`src/rtl/fpbm_pkg.sv`:
```
// ----------------------------------------------------------------------------
// fpbm_pkg
// shared types, constants and position tables of the pressure balance monitor
// ----------------------------------------------------------------------------
package fpbm_pkg;
	localparam int SensorCount   = 8;
	localparam int SampleBitsDef = 10;
	localparam int FracBitsDef   = 6;
	localparam int CentreFrac    = 7;

	localparam logic [2:0] RegPressureGain = 3'd0;
	localparam logic [2:0] RegContactOn    = 3'd1;
	localparam logic [2:0] RegContactOff   = 3'd2;
	localparam logic [2:0] RegCentreGain   = 3'd3;
	localparam logic [2:0] RegFlatLevel    = 3'd4;
	localparam logic [2:0] RegBalanceLimit = 3'd5;
	localparam logic [2:0] RegMinLoad      = 3'd6;

	typedef struct packed {
		logic [8:0] pressure_gain;
		logic [9:0] contact_on_level;
		logic [9:0] contact_off_level;
		logic [8:0] centre_gain;
		logic [9:0] flat_level;
		logic [6:0] balance_limit;
		logic [9:0] min_load_level;
	} cfg_t;

	typedef struct packed {
		logic start;
		logic signed [47:0] num;
		logic [31:0] den;
	} div_req_t;

	typedef struct packed {
		logic done;
		logic signed [47:0] quo;
	} div_rsp_t;

	function automatic logic signed [7:0] pos_x(input logic [2:0] i);
		logic signed [7:0] r;
		unique case (i)
			3'd0: r = -8'sd25;
			3'd1: r = 8'sd25;
			3'd2: r = -8'sd15;
			3'd3: r = 8'sd15;
			3'd4: r = -8'sd20;
			3'd5: r = 8'sd20;
			3'd6: r = -8'sd10;
			default: r = 8'sd10;
		endcase
		return r;
	endfunction

	function automatic logic signed [7:0] pos_y(input logic [2:0] i);
		logic signed [7:0] r;
		unique case (i)
			3'd0, 3'd1: r = -8'sd80;
			3'd2, 3'd3: r = -8'sd40;
			3'd4, 3'd5: r = 8'sd0;
			default: r = 8'sd40;
		endcase
		return r;
	endfunction

	function automatic logic [8:0] sat_gain(input logic [8:0] v);
		return (v > 9'd256) ? 9'd256 : v;
	endfunction
endpackage

```
`src/rtl/fpbm_cfg.sv`:
```
// ----------------------------------------------------------------------------
// fpbm_cfg
// configuration register file
// ----------------------------------------------------------------------------
module fpbm_cfg
	import fpbm_pkg::*;
(
	input  logic        clk,
	input  logic        arst_n,
	input  logic        we,
	input  logic [2:0]  idx,
	input  logic [15:0] data,
	output cfg_t        cfg
);
	cfg_t cfg_q;
	always_ff @(posedge clk or negedge arst_n) begin
		if (!arst_n) begin
			cfg_q <= '{9'd51, 10'd153, 10'd51, 9'd77, 10'd205, 7'd30, 10'd102};
		end else if (we) begin
			unique case (idx)
				RegPressureGain: cfg_q.pressure_gain     <= sat_gain(data[8:0]);
				RegContactOn:    cfg_q.contact_on_level  <= data[9:0];
				RegContactOff:   cfg_q.contact_off_level <= data[9:0];
				RegCentreGain:   cfg_q.centre_gain       <= sat_gain(data[8:0]);
				RegFlatLevel:    cfg_q.flat_level        <= data[9:0];
				RegBalanceLimit: cfg_q.balance_limit     <= data[6:0];
				RegMinLoad:      cfg_q.min_load_level    <= data[9:0];
				default: ;
			endcase
		end
	end
	assign cfg = cfg_q;
endmodule

```
`config.mk`:
```
export PLATFORM = sky130hd
export DESIGN_NAME = fpbm_cfg
export DESIGN_NICKNAME = d
export VERILOG_FILES = /design/src/rtl/fpbm_pkg.sv /design/src/rtl/fpbm_cfg.sv
export SDC_FILE = /design/constraint.sdc
export NUM_CORES = 1
export LEC_CHECK = 0
export BUFFER_PORTS_ARGS = -buffer_cell sky130_fd_sc_hd__buf_2
export CAP_MARGIN = 20
export CORE_ASPECT_RATIO = 0.7
export CORE_MARGIN = 5
export CORE_UTILIZATION = 49
export DETAILED_ROUTE_END_ITERATION = 12
export PLACE_DENSITY_LB_ADDON = 0.1
export SYNTH_ARGS = -nofsm -noshare
export SYNTH_HDL_FRONTEND = slang
export SYNTH_SLANG_ARGS = --single-unit
```
`constraint.sdc`:
```
create_clock -name clk -period 1.02 [get_ports clk]
set_clock_uncertainty 0.05 [all_clocks]
set_input_delay 0.153 -clock clk [delete_from_list [all_inputs] [get_ports clk]]
set_output_delay 0.153 -clock clk [all_outputs]
set_load 0.01 [all_outputs]
```
== Word level (Yosys, flattened, before mapping) ==
Cells that the tools add are included.

* Multiplexer cells: 1
* Magnitude comparators: 1
* Reductions and logical operators: 8
* Equality and inequality tests: 6

{| class="wikitable"
|+ Operators with widths
! operator !! number
|-
| AND reduction 2 bit || 7
|-
| == test 3 bit, second input constant || 3
|-
| greater-than comparator 9 bit, second input constant || 1
|-
| two-way mux 9 bit || 1
|-
| == test 3 x 2 -> 1 bit, second input constant || 2
|-
| == test 3 x 1 -> 1 bit, second input constant || 1
|-
| zero test 3 bit || 1
|}

* Input bits: 22
* Logic and storage cells: 23
* Register bits after elaboration: 65
* Output and inout port bits: 65

== Depth between registers and ports, before layout ==
* Word-level depth: 2
* Mapped depth: 3
* Depth with buffers taken out: 2

== Worst setup path after synthesis ==
No wires, ideal clock.

* Path type: in2reg
* Start point: in idx[0]
* End point: reg cfg_q (netlist bit cfg[58])
* Library setup time: 0.125 ns
* Path buffers: 0
* Stages on the path: 2
* Data required time: 0.845 ns
* Slack: -0.171 ns
* Arrival time: 1.016 ns
* Cells stage by stage: nor4b_4 > mux2_2

* Cells in the longest elaborated chain, start to end: 2

{| class="wikitable"
|+ RTL lines
! element !! RTL line !! text
|-
| start, declared || fpbm_cfg.sv:11 || <nowiki>input logic [2:0] idx,</nowiki>
|-
| zero test 3 bit || fpbm_cfg.sv:20 || <nowiki>unique case (idx)</nowiki>
|-
| AND reduction 2 bit (no source line) || n/a ||
|-
| end signal, assigned || fpbm_cfg.sv:18 || <nowiki>cfg_q <= '{9'd51, 10'd153, 10'd51, 9'd77, 10'd205, 7'd30, 10'd102};</nowiki>
|-
| end, declared || fpbm_cfg.sv:15 || <nowiki>cfg_t cfg_q;</nowiki>
|}

No other way between the ends.
A chain may end at the register's enable or synchronous reset.

== Final worst setup path ==
* Start point: reg cfg_q (netlist bit cfg[36])
* End point: out cfg[36] (netlist bit)

{| class="wikitable"
|+ RTL lines
! element !! RTL line !! text
|-
| end, declared || fpbm_cfg.sv:13 || <nowiki>output cfg_t cfg</nowiki>
|}

No word-level cell between the ends.

==> impl_metrics.toml <==
[outcome]
status = "complete, but fails checks"
violations = "setup timing"

[hold_path]
min_path_type = "in -> reg"
min_delay_path_depth = 2

[clock_tree]
numClockSinks = 65
cts_tree = "yes"
cts_htree_levels = 3
root_buffer = "clkbuf_8"
cts_buffers = 9
clock_latency_ns = 0.34
clk_path_buf_depth = 2
clk_pin_slew_ns = 0.08

[floorplan]
std_cell_rows = 22
die_area_mm2 = 0.006787
chipHeight_um = 70.45
die_width_um = 96.35
floorplan.initialDensity_pct = 49.68
core_mm2 = 0.005147
io_pins = 87

[finish]
area_growth_pct = 58.37
nets = 296
fillers = 309
final_cell_mix = "41 x buf_2, 40 x buf_6, 36 x dfrtp_1"
fin_area_mm2 = 0.004050
antennaDiodeCount = 0
layout-drive-gt1-share_pct = 82.44
largest_reg_flops = 65
final_common_cell = "buf_2"

[critical_path]
path_max_fanout = 2
crit_path_max_incr_delay_ns = 0.57
path_cells = "buf_6"
worstSetupPathType = "reg -> out"
reg2regPathDepth = 3
arrival_ns = 1.02
path_delay_family = "flip-flops"
critPathLaunchType = "register"
crit_cells = 1
critPathBufInv = 1
cp_slowest_cell = "dfstp_2"
worst_setup_path_end_kind = "output port"
worstPathRequired_ns = 0.82

[power]
max-vdd-ir-drop_v = 0.001599
powerDensity_mw_per_mm2 = 2182
p_leak_nw = 1.927

[global_route]
track_usage_pct = 20.68
grt_pass1_vias = 1971
antenna_found_initial = 0
grt_pass1_wl_um = 10410
grt_overflow = 0
grt_max_degree = 66

[timing]
hold_viol = 0
rsz0062_at_grt = "true"
post-route-min-period_ns = 1.218
worst_slew_pin_slew_ns = 0.3331
clock.fmax_mhz = 820.9
slew_headroom_pct = 77.79
worst_hold_slack_ns = 0.03940
setup_viol = 67
timing_max_transition_violations_final = 0
fin_crit_sh_pct = 119.4
fin_ws_ns = -0.1982

[yosys]
synth-seq-cells = 65
syn_area_per_cell_um2 = 16.94
yosysWarnings = 0
yosysSeqAreaShare_pct = 65.02
syn_area_mm2 = 0.002557
synth_cell_types = 11
netlist_instances = 151
syn-num-nets = 173

[routing]
drt_iter0_markers = 48
drt_wl_total_um = 6523
first_pass_iters = 4
wl_per_cell_um = 18.58
vias = 1743
drcViolationCount = 0
antenna_left = 0
drt-vias-per-instance = 4.966

[job]
cap_violations = 0

[placed_design]
placed_area_mm2 = 0.003317
io_buffer_count = 80
dp_hpwl_um = 4343
gp_congestion = 0.7477
timing repair:
item | CTS | global route
hold endpoints to repair | 36 | 0
setup buffers | 22 | 7
pin swaps | 0 | 2
endpoints found under the setup margin | 65 | 72
hold buffers | 1 | 0
resized for setup | 30 | 17
gates cloned | 0 | 1
report_power, final:
group / internal, mW / total, mW / switching (mW)
registers: 3.30 / 3.67 / 0.370
logic: 1.62 / 2.52 / 0.898
clock network: 1.64 / 2.66 / 1.02
cells in the mapped netlist:
cell	number	area, µm²
nand4b_1	2	17.52
and4b_1	1	10.01
dfstp_2	29	762.0
mux2_2	65	732.0
clkbuf_1	1	3.750
and4bb_2	1	12.51
nor2b_1	8	50.05
dfrtp_1	36	900.9
nor4b_4	1	23.77
buf_2	5	25.02
nor4bb_1	2	20.02
cells by family after synthesis:
group | count (synthesis) | synth area share [%]
buf+inv | 6 | 1.125
flops | 65 | 65.02
mux | 65 | 28.62
simple gates | 15 | 5.235
path summary, 6_finish.rpt:
check	start	endpoint	slack, ns
max reg2reg	cfg[51]	cfg[51]	-0.02
max	cfg[36]	cfg[36]	-0.20
min reg2reg	cfg[9]	cfg[9]	0.46
max in group asynchronous	arst_n	cfg[19]	0.31
min in group asynchronous	arst_n	cfg[63]	0.28
min	data[9]	cfg[26]	0.04
per-stage QoR:
step | util, % | cells | total power, mW | setup slack [ns] | TNS [ns]
floorplan | - | 151 | 4.561 | -0.1705 | -3.214
global placement | 64.44 | 306 | 5.361 | -0.2961 | -15.18
detailed placement | 64.44 | 306 | 5.446 | -0.3615 | -17.31
CTS | 76.23 | 345 | 8.739 | -0.2178 | -7.812
global route | 78.68 | 351 | 9.258 | -0.2327 | -8.873
finish | 78.68 | 351 | 8.839 | -0.1982 | -6.649
layer usage:
layer  share of wire, %  global-route usage [%]  vias to the layer above
li1                   -                       -                      790
met1                 43                   26.44                      891
met2                 49                   33.21                       53
met3                7.3                   8.611                        9
met4               0.86                   3.733                        0
met5                  0                       0                        -
area by class of cell:
cell class	count	area, µm²	area share (%)
clock inverter	6	116.4	2.873
tap	72	90.09	2.224
clock buffer	10	127.6	3.151
timing repair buffer	118	1041	25.70
sequential	65	1663	41.06
multi-input combinational	80	1012	24.99
No activity file was read; power rests on OpenSTA's default activity.
