$ cat src/rtl/fpbm_pkg.sv
// ----------------------------------------------------------------------------
// fpbm_pkg
// shared types, constants and position tables of the pressure balance monitor
// ----------------------------------------------------------------------------
package fpbm_pkg;
	localparam int SensorCount   = 8;
	localparam int SampleBitsDef = 10;
	localparam int FracBitsDef   = 6;
	localparam int CentreFrac    = 7;

	localparam logic [2:0] RegPressureGain = 3'd0;
	localparam logic [2:0] RegContactOn    = 3'd1;
	localparam logic [2:0] RegContactOff   = 3'd2;
	localparam logic [2:0] RegCentreGain   = 3'd3;
	localparam logic [2:0] RegFlatLevel    = 3'd4;
	localparam logic [2:0] RegBalanceLimit = 3'd5;
	localparam logic [2:0] RegMinLoad      = 3'd6;

	typedef struct packed {
		logic [8:0] pressure_gain;
		logic [9:0] contact_on_level;
		logic [9:0] contact_off_level;
		logic [8:0] centre_gain;
		logic [9:0] flat_level;
		logic [6:0] balance_limit;
		logic [9:0] min_load_level;
	} cfg_t;

	typedef struct packed {
		logic start;
		logic signed [47:0] num;
		logic [31:0] den;
	} div_req_t;

	typedef struct packed {
		logic done;
		logic signed [47:0] quo;
	} div_rsp_t;

	function automatic logic signed [7:0] pos_x(input logic [2:0] i);
		logic signed [7:0] r;
		unique case (i)
			3'd0: r = -8'sd25;
			3'd1: r = 8'sd25;
			3'd2: r = -8'sd15;
			3'd3: r = 8'sd15;
			3'd4: r = -8'sd20;
			3'd5: r = 8'sd20;
			3'd6: r = -8'sd10;
			default: r = 8'sd10;
		endcase
		return r;
	endfunction

	function automatic logic signed [7:0] pos_y(input logic [2:0] i);
		logic signed [7:0] r;
		unique case (i)
			3'd0, 3'd1: r = -8'sd80;
			3'd2, 3'd3: r = -8'sd40;
			3'd4, 3'd5: r = 8'sd0;
			default: r = 8'sd40;
		endcase
		return r;
	endfunction

	function automatic logic [8:0] sat_gain(input logic [8:0] v);
		return (v > 9'd256) ? 9'd256 : v;
	endfunction
endpackage

$ cat src/rtl/fpbm_div.sv
// ----------------------------------------------------------------------------
// fpbm_div
// radix-2 restoring divider, signed numerator, quotient rounded half away
// ----------------------------------------------------------------------------
module fpbm_div
	import fpbm_pkg::*;
(
	input  logic     clk,
	input  logic     arst_n,
	input  div_req_t req,
	output div_rsp_t rsp
);
	localparam int NB = 48;

	logic [NB-1:0] mag_q;
	logic [NB-1:0] quo_q;
	logic [NB:0]   rem_q;
	logic [31:0]   den_q;
	logic          neg_q;
	logic [5:0]    cnt_q;
	logic          busy_q;
	logic          done_q;

	logic [NB:0]   rem_sh;
	logic [NB:0]   rem_sub;
	logic [NB-1:0] q_fin;

	assign rem_sh  = {rem_q[NB-1:0], mag_q[NB-1]};
	assign rem_sub = rem_sh - {{(NB-31){1'b0}}, den_q};
	// remainder at end: round up when 2*rem >= den
	assign q_fin = quo_q + {{(NB-1){1'b0}}, ({rem_q[NB-1:0], 1'b0} >= {{(NB-31){1'b0}}, den_q})};

	always_ff @(posedge clk or negedge arst_n) begin
		if (!arst_n) begin
			busy_q <= 1'b0;
			done_q <= 1'b0;
			cnt_q  <= '0;
		end else begin
			done_q <= 1'b0;
			if (req.start) begin
				busy_q <= 1'b1;
				cnt_q  <= 6'(NB);
			end else if (busy_q) begin
				if (cnt_q == 6'd0) begin
					busy_q <= 1'b0;
					done_q <= 1'b1;
				end else begin
					cnt_q <= cnt_q - 6'd1;
				end
			end
		end
	end

	always_ff @(posedge clk) begin
		if (req.start) begin
			neg_q <= req.num[NB-1];
			mag_q <= req.num[NB-1] ? NB'(-req.num) : NB'(req.num);
			den_q <= req.den;
			rem_q <= '0;
			quo_q <= '0;
		end else if (busy_q && cnt_q != 6'd0) begin
			mag_q <= {mag_q[NB-2:0], 1'b0};
			if (!rem_sub[NB]) begin
				rem_q <= rem_sub;
				quo_q <= {quo_q[NB-2:0], 1'b1};
			end else begin
				rem_q <= rem_sh;
				quo_q <= {quo_q[NB-2:0], 1'b0};
			end
		end else if (busy_q) begin
			quo_q <= neg_q ? NB'(-q_fin) : q_fin;
		end
	end

	assign rsp.done = done_q;
	assign rsp.quo  = quo_q;
endmodule

$ cat config.mk
export PLATFORM = sky130hd
export DESIGN_NAME = fpbm_div
export DESIGN_NICKNAME = d
export VERILOG_FILES = /design/src/rtl/fpbm_pkg.sv /design/src/rtl/fpbm_div.sv
export SDC_FILE = /design/constraint.sdc
export NUM_CORES = 1
export LEC_CHECK = 0
export BUFFER_PORTS_ARGS = -buffer_cell sky130_fd_sc_hd__buf_4
export CAP_MARGIN = 30
export CORE_UTILIZATION = 47
export DETAILED_ROUTE_END_ITERATION = 8
export PLACE_DENSITY = 0.69
export SKIP_CTS_REPAIR_TIMING = 1
export SLEW_MARGIN = 20
export SYNTH_ARGS = -nofsm -noshare
export SYNTH_HDL_FRONTEND = slang
export SYNTH_SLANG_ARGS = --single-unit
$ cat constraint.sdc
create_clock -name clk -period 11.5 [get_ports clk]
set_clock_uncertainty 0.05 [all_clocks]
set_input_delay 1.15 -clock clk [delete_from_list [all_inputs] [get_ports clk]]
set_output_delay 1.15 -clock clk [all_outputs]
set_load 0.05 [all_outputs]
After elaboration in Yosys (flattened, before gate mapping) --
Index checks and enable logic that the tools add are counted.
Operators by class: muxes and demuxes 17, equality and inequality tests 1, reductions and logical operators 7, $add $sub $neg 5, bitwise logic cells 0, shift-type cells 0, $lt $le $gt $ge 1, div/mod/pow operators 0, multiply operators 0
Operators with widths (count):
- $mux W48 | 7
- $neg A48 Y48 | 2
- $ge A49 B32 Y1 | 1
- $sub A49 B32 Y49 | 1
- $add A48 B1 Y48 | 1
- $mux W6 | 3
- $mux W1 | 7
- $logic_not A6 Y1 | 1
- $reduce_bool A2 Y1 | 3
- $reduce_bool A6 Y1 | 1
- $sub A6 B1 Y6 const B | 1
- $ne A2 B2 Y1 const B | 1
- $reduce_and A2 Y1 | 1
- $logic_and A1 B1 Y1 | 1
Storage, ports and cells: flip-flop bits (word level) 185, bits in writable memories 0, memory bits (read-only) 0, memories 0, bits in latches 0, output and inout bits 49

Logic depth before layout (Yosys ltp) --
word-level depth 6, depth in mapped cells 27, depth with buffers taken out 25

Least setup slack after synthesis --
Ideal clock, no wire load.
path type register to register, from reg den_q[29], to reg quo_q[47], data arrival time 5.791 ns, required time 11.376 ns, stages on the path, launching flop included 22, library setup time 0.074 ns, buffers on the path 2, slack 5.585 ns, cells stage by stage edfxtp_1 > inv_1 > ha_1 > clkbuf_1 > inv_1 > or3_1 > nand3b_1 > o22a_1 > and3_1 > o31ai_1 > ha_1 > and2_1 > clkbuf_1 > nand4_2 > or4_2 > xnor2_2 > or4_4 > or3_4 > or4_4 > o31ai_4 > mux2_1 > a31oi_1
On the way: cells in the longest elaborated chain, start to end 6
RTL lines:
- start: declaration | line fpbm_div.sv:18 | logic [31:0] den_q;
- start signal: assignment | line fpbm_div.sv:58 | den_q <= req.den;
- $ge A49 B32 Y1 * | line fpbm_div.sv:31 | assign q_fin = quo_q + {{(NB-1){1'b0}}, ({rem_q[NB-1:0], 1'b0} >= {{(NB-31){1'b0}}, den_q})};
- $add A48 B1 Y48 * | line fpbm_div.sv:31
- $neg A48 Y48 | line fpbm_div.sv:71 | quo_q <= neg_q ? NB'(-q_fin) : q_fin;
- $mux W48 * | line fpbm_div.sv:71
- $mux W48 * | line fpbm_div.sv:70 | end else if (busy_q) begin
- $mux W48 * | line fpbm_div.sv:61 | end else if (busy_q && cnt_q != 6'd0) begin
- end signal: assignment | line fpbm_div.sv:65 | quo_q <= {quo_q[NB-2:0], 1'b1};
- end signal: assignment | line fpbm_div.sv:68 | quo_q <= {quo_q[NB-2:0], 1'b0};
- end signal: assignment | line fpbm_div.sv:71
- end: declaration | line fpbm_div.sv:16 | logic [NB-1:0] quo_q;
Every way passes the cells marked *; elsewhere a longest branch is shown, timed or not. The select of a mux whose other input is x is not followed. A chain may end at the register's enable or synchronous reset.

Final worst setup path --
from reg rem_q[34], to reg quo_q[47]
On the way: cells in the longest elaborated chain, start to end 6
RTL lines:
- start: declaration | line fpbm_div.sv:17 | logic [NB:0] rem_q;
- start signal: assignment | line fpbm_div.sv:64 | rem_q <= rem_sub;
- start signal: assignment | line fpbm_div.sv:67 | rem_q <= rem_sh;
- $ge A49 B32 Y1 * | line fpbm_div.sv:31
- $add A48 B1 Y48 * | line fpbm_div.sv:31
- $neg A48 Y48 | line fpbm_div.sv:71
- $mux W48 * | line fpbm_div.sv:71
- $mux W48 * | line fpbm_div.sv:70
- $mux W48 * | line fpbm_div.sv:61
Marked as above.

==> metrics.json <==
{
  "placed_design": {
    "place.port_buffers": 131,
    "globalplace.congestion": 0.911,
    "detailed_place_hpwl_mm": 25.8
  },
  "run": {
    "drv.max_cap_violation_count": 0
  },
  "sta": {
    "drv_slew": 0,
    "finalWorstPathRequiredPeriod_ns": 6.51,
    "setup_tns_ns": 0,
    "setup-violations-final": 0,
    "achievable_clock_frequency_mhz": 154,
    "fin_crit_sh_pct": 56.6,
    "hold_ws_ns": 0.442,
    "worst_slew_margin_rel_pct": 40.7,
    "rsz_0062_raised_after_global_routing": "no",
    "worst-slew-pin-transition_ns": 0.886,
    "final_hold_viol_count": 0
  },
  "clock_network": {
    "clock_sink_count": 185,
    "clock_tree.root_cell": "sky130_fd_sc_hd__clkbuf_16",
    "cts.htree.levels": 4,
    "clkSlewWorstSetupHoldPaths_ns": 0.08,
    "cts_tree": "yes",
    "cts_made_buffers": 17,
    "clk_path_buf_depth": 2,
    "clk-insertion-delay-late_ns": 0.45
  },
  "logic_synthesis": {
    "synth_async_sr_flop_share_pct": 4.32,
    "synth-seq-cells": 185,
    "synth_cell_type_count": 88,
    "synthesis.area_sq_mm": 0.0139,
    "yosys_most_used_dff": "sky130_fd_sc_hd__dfxtp_1",
    "synth.avg_cell_area_sq_um": 8.01,
    "syn-instance-count": 1738,
    "number_of_enable_flip_flop_cells_after_synthesis": 81,
    "synth-seq-area-share_pct": 32.7,
    "synth_net_count": 1860,
    "synth.yosys.warnings": 0
  },
  "critical_path": {
    "critical_path_buf_inv_count": 0,
    "critical_path_required_ns": 11.81,
    "start_kind": "register",
    "rr_startpoint": "rem_q[34]",
    "regToRegSetupSlack_ns": 4.99,
    "worstSetupEndpoint": "quo_q[47]",
    "timing.critical_path.cells": "or2_2 -> or3_1 -> nor3_1 -> nand4_1 -> and3_1 -> o31ai_1 -> ha_1 -> ha_1 -> nand4_1 -> or4_2 -> xnor2_2 -> or4_4 -> or3_4 -> or4_4 -> o31ai_4 -> mux2_1 -> a31oi_1",
    "timing.critical_path.to_type": "register",
    "worst_r2r_endpoint": "quo_q[47]",
    "reg2regPathDepth": 17,
    "cell_count_along_the_critical_path": 17,
    "largest_driver_fanout_on_the_critical_path": 6,
    "worst-endpoint-arrival_ns": 6.82,
    "crit_type": "register to register",
    "timing.critical_path.max_delay_family": "simple AND/OR/NAND/NOR gates",
    "cp_slowest_stage_delay_ns": 0.72,
    "critPathLaunch": "rem_q[34]",
    "worst_path_max_delay_cell": "sky130_fd_sc_hd__or4_2"
  },
  "die": {
    "std_cell_rows": 62,
    "core_region_area_sq_mm": 0.0289,
    "initial_core_util_pct": 48.1,
    "dieWidth_microns": 174,
    "die_h_microns": 174,
    "floorplan.io_pins": 132,
    "die_area_sq_mm": 0.0303
  },
  "final_layout": {
    "fillCellCount": 2728,
    "num_antenna_cells": 0,
    "final_core_utilization_pct": 53.6,
    "layout.nets": 1898,
    "area_growth_syn_to_layout_pct": 11.5,
    "layout-drive-gt1-share_pct": 12.4
  },
  "pwr": {
    "leakagePower_nw": 6.29,
    "netSwitchingFraction_pct": 41.5,
    "combinational_power_share_pct": 47.7,
    "cellPowerDensity_mw_per_mm2": 179,
    "peakVddDrop_mv": 0.0996,
    "p_int_mw": 1.63,
    "clock_power_share_pct": 20.3,
    "switching_power_mw": 1.15,
    "seq_power_share_pct": 32.1
  },
  "route": {
    "drt.antenna.violating_nets": 0,
    "avgRoutedWirePerCell_microns": 17.1,
    "viasPerCell": 6.04,
    "routed_wl_mm": 37.2,
    "count_of_tritonroute_iterations_in_the_first_routing_pass": 7,
    "first_iteration_detailed_routing_drc_count": 1332,
    "detailroute.via_count": 13100,
    "drcViolationCount": 0
  },
  "run_status": {
    "status": "complete, no violations"
  },
  "grt": {
    "number_of_global_route_vias_before_repair": 12100,
    "grt_start_max_net_pins": 87,
    "number_of_antenna_violations_at_the_first_check_in_global_routing": 0,
    "track_usage_pct": 24.7,
    "grt-ovfl-total": 0,
    "global_route_wire_length_before_repair_mm": 61.7
  },
  "min_path": {
    "worstHoldPathType": "register to register"
  }
}
[worst register-to-register path, cell delays in order, from the launching register on]
cell and delay [ns]:
sky130_fd_sc_hd__dfxtp_1 0.35, sky130_fd_sc_hd__or2_2 0.34, sky130_fd_sc_hd__or3_1 0.38, sky130_fd_sc_hd__nor3_1 0.67, sky130_fd_sc_hd__nand4_1 0.16, sky130_fd_sc_hd__and3_1 0.22, sky130_fd_sc_hd__o31ai_1 0.14, sky130_fd_sc_hd__ha_1 0.34
sky130_fd_sc_hd__ha_1 0.31, sky130_fd_sc_hd__nand4_1 0.28, sky130_fd_sc_hd__or4_2 0.73, sky130_fd_sc_hd__xnor2_2 0.22, sky130_fd_sc_hd__or4_4 0.57, sky130_fd_sc_hd__or3_4 0.43, sky130_fd_sc_hd__or4_4 0.45, sky130_fd_sc_hd__o31ai_4 0.27
sky130_fd_sc_hd__mux2_1 0.35, sky130_fd_sc_hd__a31oi_1 0.18
[placed cells by master, fill, tap and decap left out, drive strengths merged, types with 31 or more instances in the layout]
cell type	count
nand2	185
nor2	166
buf	145
nand3	57
o31ai	33
or3	31
edfxtp	81
inv	63
o21ai	114
nor3	47
dfxtp	96
xor2	82
ha	38
xnor2	71
nand4	37
a21oi	135
[registers in the layout (all words and copies together), names as in the netlist]
signal  count
mag_q      48
quo_q      48
rem_q      48
den_q      32
cnt_q       6
busy_q      1
done_q      1
neg_q       1
[cell type report]
type / instances / area (sq um) / area share, %
flip-flops and latches: 185 / 4560 / 29.4
inverters: 61 / 229 / 1.48
clock buffers: 18 / 429 / 2.77
repair buffers: 145 / 1100 / 7.10
clock inverters: 14 / 106 / 0.685
well taps: 384 / 480 / 3.10
multi-input cells: 1366 / 8620 / 55.5
[metal layers]
layer | GRT usage [%] | vias up | wire, microns
met5 | 0 | - | 0
met4 | 7.20 | 0 | 665
met3 | 5.05 | 52 | 2600
met2 | 37.6 | 462 | 16100
met1 | 35.0 | 6159 | 17800
li1 | - | 6460 | -
[worst min-delay path by stage]
stage	from	endpoint	slack, ns	depth (start not counted)
detailed placement	rem_q[7]	rem_q[7]	0.43	2
finish	rem_q[7]	rem_q[7]	0.44	2
global placement	rem_q[7]	rem_q[7]	0.41	2
CTS	arst_n	done_q	0.44	1
floorplan	rem_q[1]	rem_q[1]	0.40	2
global route	arst_n	done_q	0.44	1
[power groups by stage]
stage	registers, mW	logic (mW)	clock network, mW
after detailed placement	0.903	1.30	0
after global routing	0.907	1.47	0.596
final	0.892	1.32	0.563
after floorplan	0.897	1.00	0
after global placement	0.897	1.28	0
after CTS	0.889	1.31	0.571
[synth_stat cells (28+ instances only)]
cell type / instances / share of area [%]
sky130_fd_sc_hd__or3_1: 30 / 1.3
sky130_fd_sc_hd__a21oi_1: 135 / 4.9
sky130_fd_sc_hd__clkbuf_1: 101 / 2.7
sky130_fd_sc_hd__a31oi_1: 28 / 1.3
sky130_fd_sc_hd__xnor2_1: 69 / 4.3
sky130_fd_sc_hd__nor2_1: 166 / 4.5
sky130_fd_sc_hd__dfxtp_1: 96 / 14
sky130_fd_sc_hd__o31ai_1: 30 / 1.6
sky130_fd_sc_hd__nand3_1: 53 / 1.9
sky130_fd_sc_hd__ha_1: 38 / 3.4
sky130_fd_sc_hd__o21ai_0: 111 / 4.0
sky130_fd_sc_hd__edfxtp_1: 81 / 17
sky130_fd_sc_hd__xor2_1: 82 / 5.2
sky130_fd_sc_hd__nand2_1: 185 / 5.0
sky130_fd_sc_hd__nand4_1: 34 / 1.5
sky130_fd_sc_hd__nor3_1: 45 / 1.6
sky130_fd_sc_hd__inv_1: 61 / 1.6
[kinds of logic (layout without fill, tap and decap cells)]
kind of cell,after synthesis,after routing,synth area share [%]
buffers and inverters,187,238,5.50
multiplexers,20,20,1.48
AO/OA/AOI/OAI,497,497,23.4
AND/OR/NAND/NOR,657,657,23.6
adder cells (fa/ha/maj),39,39,3.56
XOR/XNOR,153,153,9.73
flip-flops,185,185,32.7
[metrics by stage]
stage | instance area [sq um] | power, mW | setup WS, ns | instances
after floorplan | 13900 | 1.90 | 5.58 | 1738
after global placement | 15000 | 2.18 | 5.24 | 2139
after detailed placement | 15000 | 2.20 | 5.07 | 2141
after CTS | 15500 | 2.77 | 5.04 | 2173
after global routing | 15500 | 2.97 | 4.67 | 2173
final | 15500 | 2.78 | 4.99 | 2173
Power figures use the tool's default switching activity.
